$ cat config.mk
export PLATFORM = sky130hd
export DESIGN_NAME = ghlr_ctrl
export DESIGN_NICKNAME = d
export VERILOG_FILES = /design/src/design/ghlr_pkg.sv /design/src/design/ghlr_ctrl.sv
export SDC_FILE = /design/constraint.sdc
export NUM_CORES = 1
export LEC_CHECK = 0
export BUFFER_PORTS_ARGS = -buffer_cell sky130_fd_sc_hd__buf_4
export CAP_MARGIN = 15
export CORE_MARGIN = 4
export CORE_UTILIZATION = 39
export CTS_CLUSTER_DIAMETER = 100
export CTS_CLUSTER_SIZE = 28
export DETAILED_ROUTE_END_ITERATION = 10
export GPL_TIMING_DRIVEN = 0
export PLACE_DENSITY = 0.85
export SKIP_CTS_REPAIR_TIMING = 1
export SYNTH_ARGS = -nofsm -noshare
export SYNTH_HDL_FRONTEND = slang
export SYNTH_SLANG_ARGS = --single-unit
$ cat constraint.sdc
create_clock -name clock -period 1.5 [get_ports clock]
set_input_delay 0.075 -clock clock [delete_from_list [all_inputs] [get_ports clock]]
set_output_delay 0.075 -clock clock [all_outputs]
set_load 0.01 [all_outputs]
$ cat src/design/ghlr_pkg.sv
// ----------------------------------------------------------------------------
// ghlr_pkg
// shared types, command codes and default sizes for the hop limited
// reachability engine
// ----------------------------------------------------------------------------
package ghlr_pkg;

   localparam int NODE_COUNT_DEF = 256;
   localparam int EDGE_COUNT_DEF = 256;
   localparam int MAX_DEGREE_DEF = 8;

   localparam logic [2:0] CMD_WR_EDGE    = 3'd0;
   localparam logic [2:0] CMD_WR_SLOT    = 3'd1;
   localparam logic [2:0] CMD_NODE_QUERY = 3'd2;
   localparam logic [2:0] CMD_EDGE_QUERY = 3'd3;

   typedef struct packed {
      logic [2:0] command;
      logic [7:0] edge_index;
      logic [7:0] end_a;
      logic [7:0] end_b;
      logic [7:0] node_index;
      logic [2:0] slot;
      logic       slot_valid;
      logic [7:0] source_id;
      logic [7:0] target_id;
      logic [7:0] hop_limit;
      logic       limited;
   } ghlr_req_type;

   typedef struct packed {
      logic capture;
      logic wr_edge;
      logic wr_slot;
      logic clr_run;
      logic clr_all;
      logic seed_node;
      logic rd_src_edge;
      logic seed_a;
      logic seed_b;
      logic fetch;
      logic load_node;
      logic rd_slot;
      logic rd_edge;
      logic rd_vis;
      logic push;
      logic next_slot;
      logic adv_level;
      logic set_found;
   } ghlr_cmd_type;

   typedef struct packed {
      logic src_node_ok;
      logic src_edge_ok;
      logic empty;
      logic over;
      logic slot_last;
      logic slot_vld;
      logic slot_hit;
      logic slot_edge_ok;
      logic far_hit;
      logic far_ok;
      logic found;
      logic clr_last;
   } ghlr_sts_type;

endpackage

$ cat src/design/ghlr_ctrl.sv
// ----------------------------------------------------------------------------
// ghlr_ctrl
// sequencer for commands, breadth first search steps, result register and
// clearing sweeps
// ----------------------------------------------------------------------------
module ghlr_ctrl import ghlr_pkg::*; (
   input  logic         clock,
   input  logic         reset,
   input  logic         req_tvalid,
   input  logic [2:0]   req_command,
   output logic         req_tready,
   output logic         rsp_tvalid,
   output logic         rsp_found,
   input  logic         rsp_tready,
   input  ghlr_sts_type sts,
   output ghlr_cmd_type cmd
);

   typedef enum logic [3:0] {
      S_CLEAR_ALL, S_IDLE, S_SEED_NODE, S_EDGE_RD, S_SEED_A, S_SEED_B,
      S_CHECK, S_FETCH, S_NODE, S_SLOT_RD, S_SLOT_CHK, S_FAR_CHK,
      S_VIS_CHK, S_LEVEL, S_DONE, S_CLEAR_VIS
   } state_type;

   state_type state_ff, state_in;
   logic      rsp_tvalid_ff, rsp_found_ff;
   logic      accept, rsp_free;

   assign accept     = req_tvalid && (state_ff == S_IDLE);
   assign req_tready = (state_ff == S_IDLE);
   assign rsp_tvalid = rsp_tvalid_ff;
   assign rsp_found  = rsp_found_ff;
   assign rsp_free   = !rsp_tvalid_ff || rsp_tready;

   always_comb begin
      state_in = state_ff;
      cmd      = '0;
      case (state_ff)
         S_CLEAR_ALL: begin
            cmd.clr_run = 1'b1;
            cmd.clr_all = 1'b1;
            if (sts.clr_last) state_in = S_IDLE;
         end
         S_IDLE: begin
            cmd.capture = accept;
            cmd.wr_edge = accept && (req_command == CMD_WR_EDGE);
            cmd.wr_slot = accept && (req_command == CMD_WR_SLOT);
            if (accept && (req_command == CMD_NODE_QUERY)) state_in = S_SEED_NODE;
            if (accept && (req_command == CMD_EDGE_QUERY)) state_in = S_EDGE_RD;
         end
         S_SEED_NODE: begin
            cmd.seed_node = sts.src_node_ok;
            state_in = sts.src_node_ok ? S_CHECK : S_DONE;
         end
         S_EDGE_RD: begin
            cmd.rd_src_edge = sts.src_edge_ok;
            state_in = sts.src_edge_ok ? S_SEED_A : S_DONE;
         end
         S_SEED_A: begin
            cmd.seed_a = 1'b1;
            state_in   = S_SEED_B;
         end
         S_SEED_B: begin
            cmd.seed_b = 1'b1;
            state_in   = S_CHECK;
         end
         S_CHECK: begin
            state_in = (sts.empty || sts.over) ? S_DONE : S_FETCH;
         end
         S_FETCH: begin
            cmd.fetch = 1'b1;
            state_in  = S_NODE;
         end
         S_NODE: begin
            cmd.load_node = 1'b1;
            state_in      = S_SLOT_RD;
         end
         S_SLOT_RD: begin
            cmd.rd_slot = 1'b1;
            state_in    = S_SLOT_CHK;
         end
         S_SLOT_CHK: begin
            if (sts.slot_vld && sts.slot_hit) begin
               cmd.set_found = 1'b1;
               state_in      = S_DONE;
            end else if (sts.slot_vld && sts.slot_edge_ok) begin
               cmd.rd_edge = 1'b1;
               state_in    = S_FAR_CHK;
            end else begin
               cmd.next_slot = !sts.slot_last;
               state_in      = sts.slot_last ? S_LEVEL : S_SLOT_RD;
            end
         end
         S_FAR_CHK: begin
            if (sts.far_hit) begin
               cmd.set_found = 1'b1;
               state_in      = S_DONE;
            end else if (sts.far_ok) begin
               cmd.rd_vis = 1'b1;
               state_in   = S_VIS_CHK;
            end else begin
               cmd.next_slot = !sts.slot_last;
               state_in      = sts.slot_last ? S_LEVEL : S_SLOT_RD;
            end
         end
         S_VIS_CHK: begin
            cmd.push      = 1'b1;
            cmd.next_slot = !sts.slot_last;
            state_in      = sts.slot_last ? S_LEVEL : S_SLOT_RD;
         end
         S_LEVEL: begin
            cmd.adv_level = 1'b1;
            state_in      = S_CHECK;
         end
         S_DONE: begin
            if (rsp_free) state_in = S_CLEAR_VIS;
         end
         S_CLEAR_VIS: begin
            cmd.clr_run = 1'b1;
            if (sts.clr_last) state_in = S_IDLE;
         end
         default: state_in = S_IDLE;
      endcase
   end

   always_ff @(posedge clock) begin
      if (reset) begin
         state_ff      <= S_CLEAR_ALL;
         rsp_tvalid_ff <= 1'b0;
         rsp_found_ff  <= 1'b0;
      end else begin
         state_ff <= state_in;
         if ((state_ff == S_DONE) && rsp_free) begin
            rsp_tvalid_ff <= 1'b1;
            rsp_found_ff  <= sts.found;
         end else if (rsp_tready) begin
            rsp_tvalid_ff <= 1'b0;
         end
      end
   end

   a_rsp_from_done: assert property (@(posedge clock) disable iff (reset)
      $rose(rsp_tvalid_ff) |-> $past(state_ff == S_DONE))
      else $error("result without finished query");
   a_no_accept_busy: assert property (@(posedge clock) disable iff (reset)
      (state_ff != S_IDLE) |-> !cmd.capture) else $error("accept while busy");
   a_found_only_search: assert property (@(posedge clock) disable iff (reset)
      cmd.set_found |=> (state_ff == S_DONE)) else $error("hit not finishing query");

endmodule

==> impl_results.md <==
- Final ANT Viol Nets: 0
- Vias in the first global route: 828
- Clk pwr share: 7.8%
- Number of I/O port buffers: 39
- Pins Over Slew Limit: 0
- RSZ-0062 raised after global routing: yes
- Gr usage total: 17.8%
- Final Wtd Congestion: 0.870
- Height of the die: 50.8 um
- Worst-Skew Late Latency: 0.25 ns
- Syn Area/Cell: 7.20 um^2
- Status: finished with violations
- Hold Slack: 0.0675 ns
- Worst rel slew slack: 73.2%
- Cell internal pwr: 1.11 mW
- Logic gate share of total power: 80.3%
- WP data arrival: 1.87 ns
- Crit path buffers/inverters: 2
- Pre-CTS setup slack: -0.0949 ns
- Fraction of registers with async set/reset: 0%
- DRC Markers: 0
- Post-Syn Nets: 118
- Vias: 1099
- Total global routing overflow: 0
- Drt first pass iters: 4
- CP endpoint kind: flip-flop
- Worst-path clk slew: 0.04 ns
- Switch share: 43.9%
- H-tree Lvls: 1
- Min cycle time layout: 1.73 ns
- Crit start category: flip-flop
- CTS Buffer Depth: 2
- Distinct cells, synth: 39
- DRT iter0 DRCs: 39
- Global-route wire length before repair: 3630 um
- CTS tree: yes
- Core Region: 0.00173 mm^2
- Worst EP required: 1.64 ns
- Min-Delay Path Class: in2reg
- Count of final hold-check violations: 0
- Pwr dens: 1400 mW/mm^2
- Inserted Diodes: 0
- #FFs+latches synth: 6
- Post-DP HPWL: 1790 um
- Post-synth top flop: dfxtp_1
- FF-to-FF path depth: 6
- CP cell instances: buf_6 -> nor4b_4 -> nand3b_1 -> buf_4 -> o21ba_4 -> a311oi_2
- Worst setup endpoint: state_ff[0]
- Pin count of the biggest net entering global routing: 11
- Leakage power: 0.615 nW
- Die X: 50.8 um
- Worst slew pin tran: 0.400 ns
- Critical R2R Launch: state_ff[1]
- Sequential share of the synthesized area: 16.8%
- I/O pin cnt: 40
- Number of synthesized flops with an enable pin: 0
- Clk_skew: 0.00249 ns
- Seq pwr share: 11.9%
- Placed cell area: 0.00104 mm^2
- Layout Nets: 178
- Synth Instances: 99
- Flop2flop setup slack: -0.23 ns
- Crit path depth: 6
- HP Start: reset
- Yosys Warn Count: 0
- Switch Pwr: 867 uW
- Crit-path max cell delay: 0.38 ns
- Capturing point of the worst reg2reg path: state_ff[0]
- Drt wl/cell: 18.2 um
- Top Family by Delay on Critical Path: simple AND/OR/NAND/NOR gates
- Fin area: 0.00141 mm^2
- TritonCTS Buffers: 3
- Maximum clock frequency: 579 MHz
- # rows: 15
- CP max stage cell: nor4b_4
- Initial antenna violation count: 0
- Mapped cell area: 713 um^2
- Start point of the critical path: state_ff[1]
- Clk sinks: 6
- Final worst setup slack: -0.227 ns
- Final setup vio count: 11
- Drt via density: 6.04
- Layout cell share with drive strength beyond 1: 63.7%
- Final period util: 115%
- Overall power: 1.98 mW
- Post-Route WL: 3310 um
- Root Driver: clkbuf_4
- Setup CP Type: reg2reg
- Initial Util: 41.3%
- Max FO, Critical Path: 8
- Failing checks: negative setup slack
- Die Footprint: 0.00258 mm^2
- Worst IR Drop VDD: 0.779 mV
- Synthesis-to-finish area growth: 97.4%
- Max-cap violations: 0
==> synthesized netlist by cell type, drive strengths merged, types with 2 or more instances <==
master | count | area (um^2)
clkbuf | 2 | 7.51
o21ai | 7 | 35.0
and2 | 4 | 27.5
inv | 3 | 11.3
nor2b | 2 | 12.5
a211oi | 2 | 15.0
a311oi | 3 | 32.5
nand2 | 5 | 18.8
a21oi | 9 | 45.0
nor2 | 8 | 30.0
buf | 6 | 36.3
nor3 | 6 | 30.0
a21o | 2 | 15.0
nand2b | 6 | 37.5
dfxtp | 6 | 120
nand3b | 5 | 37.5
nor4b | 5 | 58.8
==> power groups by stage <==
stage               registers, mW  clock network [mW]  logic, mW
floorplan                   0.216                   0      0.683
global placement            0.221                   0      0.968
detailed placement          0.223                   0      0.987
CTS                         0.220               0.157      0.992
global route                0.239               0.175       1.69
finish                      0.235               0.155       1.59
==> sequential cells by signal (all words and copies together), names as in the netlist <==
name / flops
rsp_found: 1
rsp_tvalid: 1
state_ff: 4
==> worst min path at each step <==
stage | cells past startpoint | endpoint | slack, ns
4_1_cts | 2 | state_ff[0] | 0.03
3_3_place_gp | 2 | state_ff[0] | 0.28
3_5_place_dp | 2 | state_ff[0] | 0.29
6_report | 2 | state_ff[0] | 0.07
2_1_floorplan | 1 | state_ff[0] | 0.14
5_1_grt | 2 | rsp_tvalid | 0.05
==> cell type report <==
type	instances	area (um^2)
timing repair buffer	56	435
buffer	7	71.3
fill	120	319
inverter	3	11.3
tap	25	31.3
clock buffer	3	22.5
sequential	6	124
multi-input combinational	82	712
==> per-stage QoR <==
step           util, %  instances  TNS (ns)
6_report          81.5        182     -1.32
5_1_grt           81.5        182     -2.26
4_1_cts           61.7        166     -1.81
3_5_place_dp      60.4        163    -0.240
3_3_place_gp      60.4        163    -0.123
2_1_floorplan        -         99  -0.00246
==> cell usage in the layout (no fill, tap or decap), types with 3 or more instances in the layout <==
cell,count
nand3b_1,5
nand2b_4,3
dfxtp_2,3
nor4b_4,3
clkbuf_4,4
a21oi_1,8
nand2_1,3
o21ai_0,3
nor2_1,8
and2_1,3
nor3_2,4
inv_1,3
buf_4,54
buf_6,7
dfxtp_1,3
a311oi_2,3
==> cell families after synthesis <==
kind of cell	after synthesis	share of synthesized area, %
compound gates	31	29.3
flops	6	16.8
mux	1	1.40
buf+inv	11	7.72
simple gates	50	44.7
==> worst register-to-register path, stage by stage (launching register included) <==
cell      delay [ns]
dfxtp_2         0.31
buf_6           0.13
nor4b_4         0.38
nand3b_1        0.21
buf_4           0.19
o21ba_4         0.18
a311oi_2        0.22
==> layer usage <==
layer	up-vias	track usage (%)	wire length (um)
met4	0	6.28	99
met2	79	29.6	1610
met3	18	1.78	293
met5	-	0	0
li1	495	-	-
met1	507	23.5	1310
(Power assumes the default switching activity.)
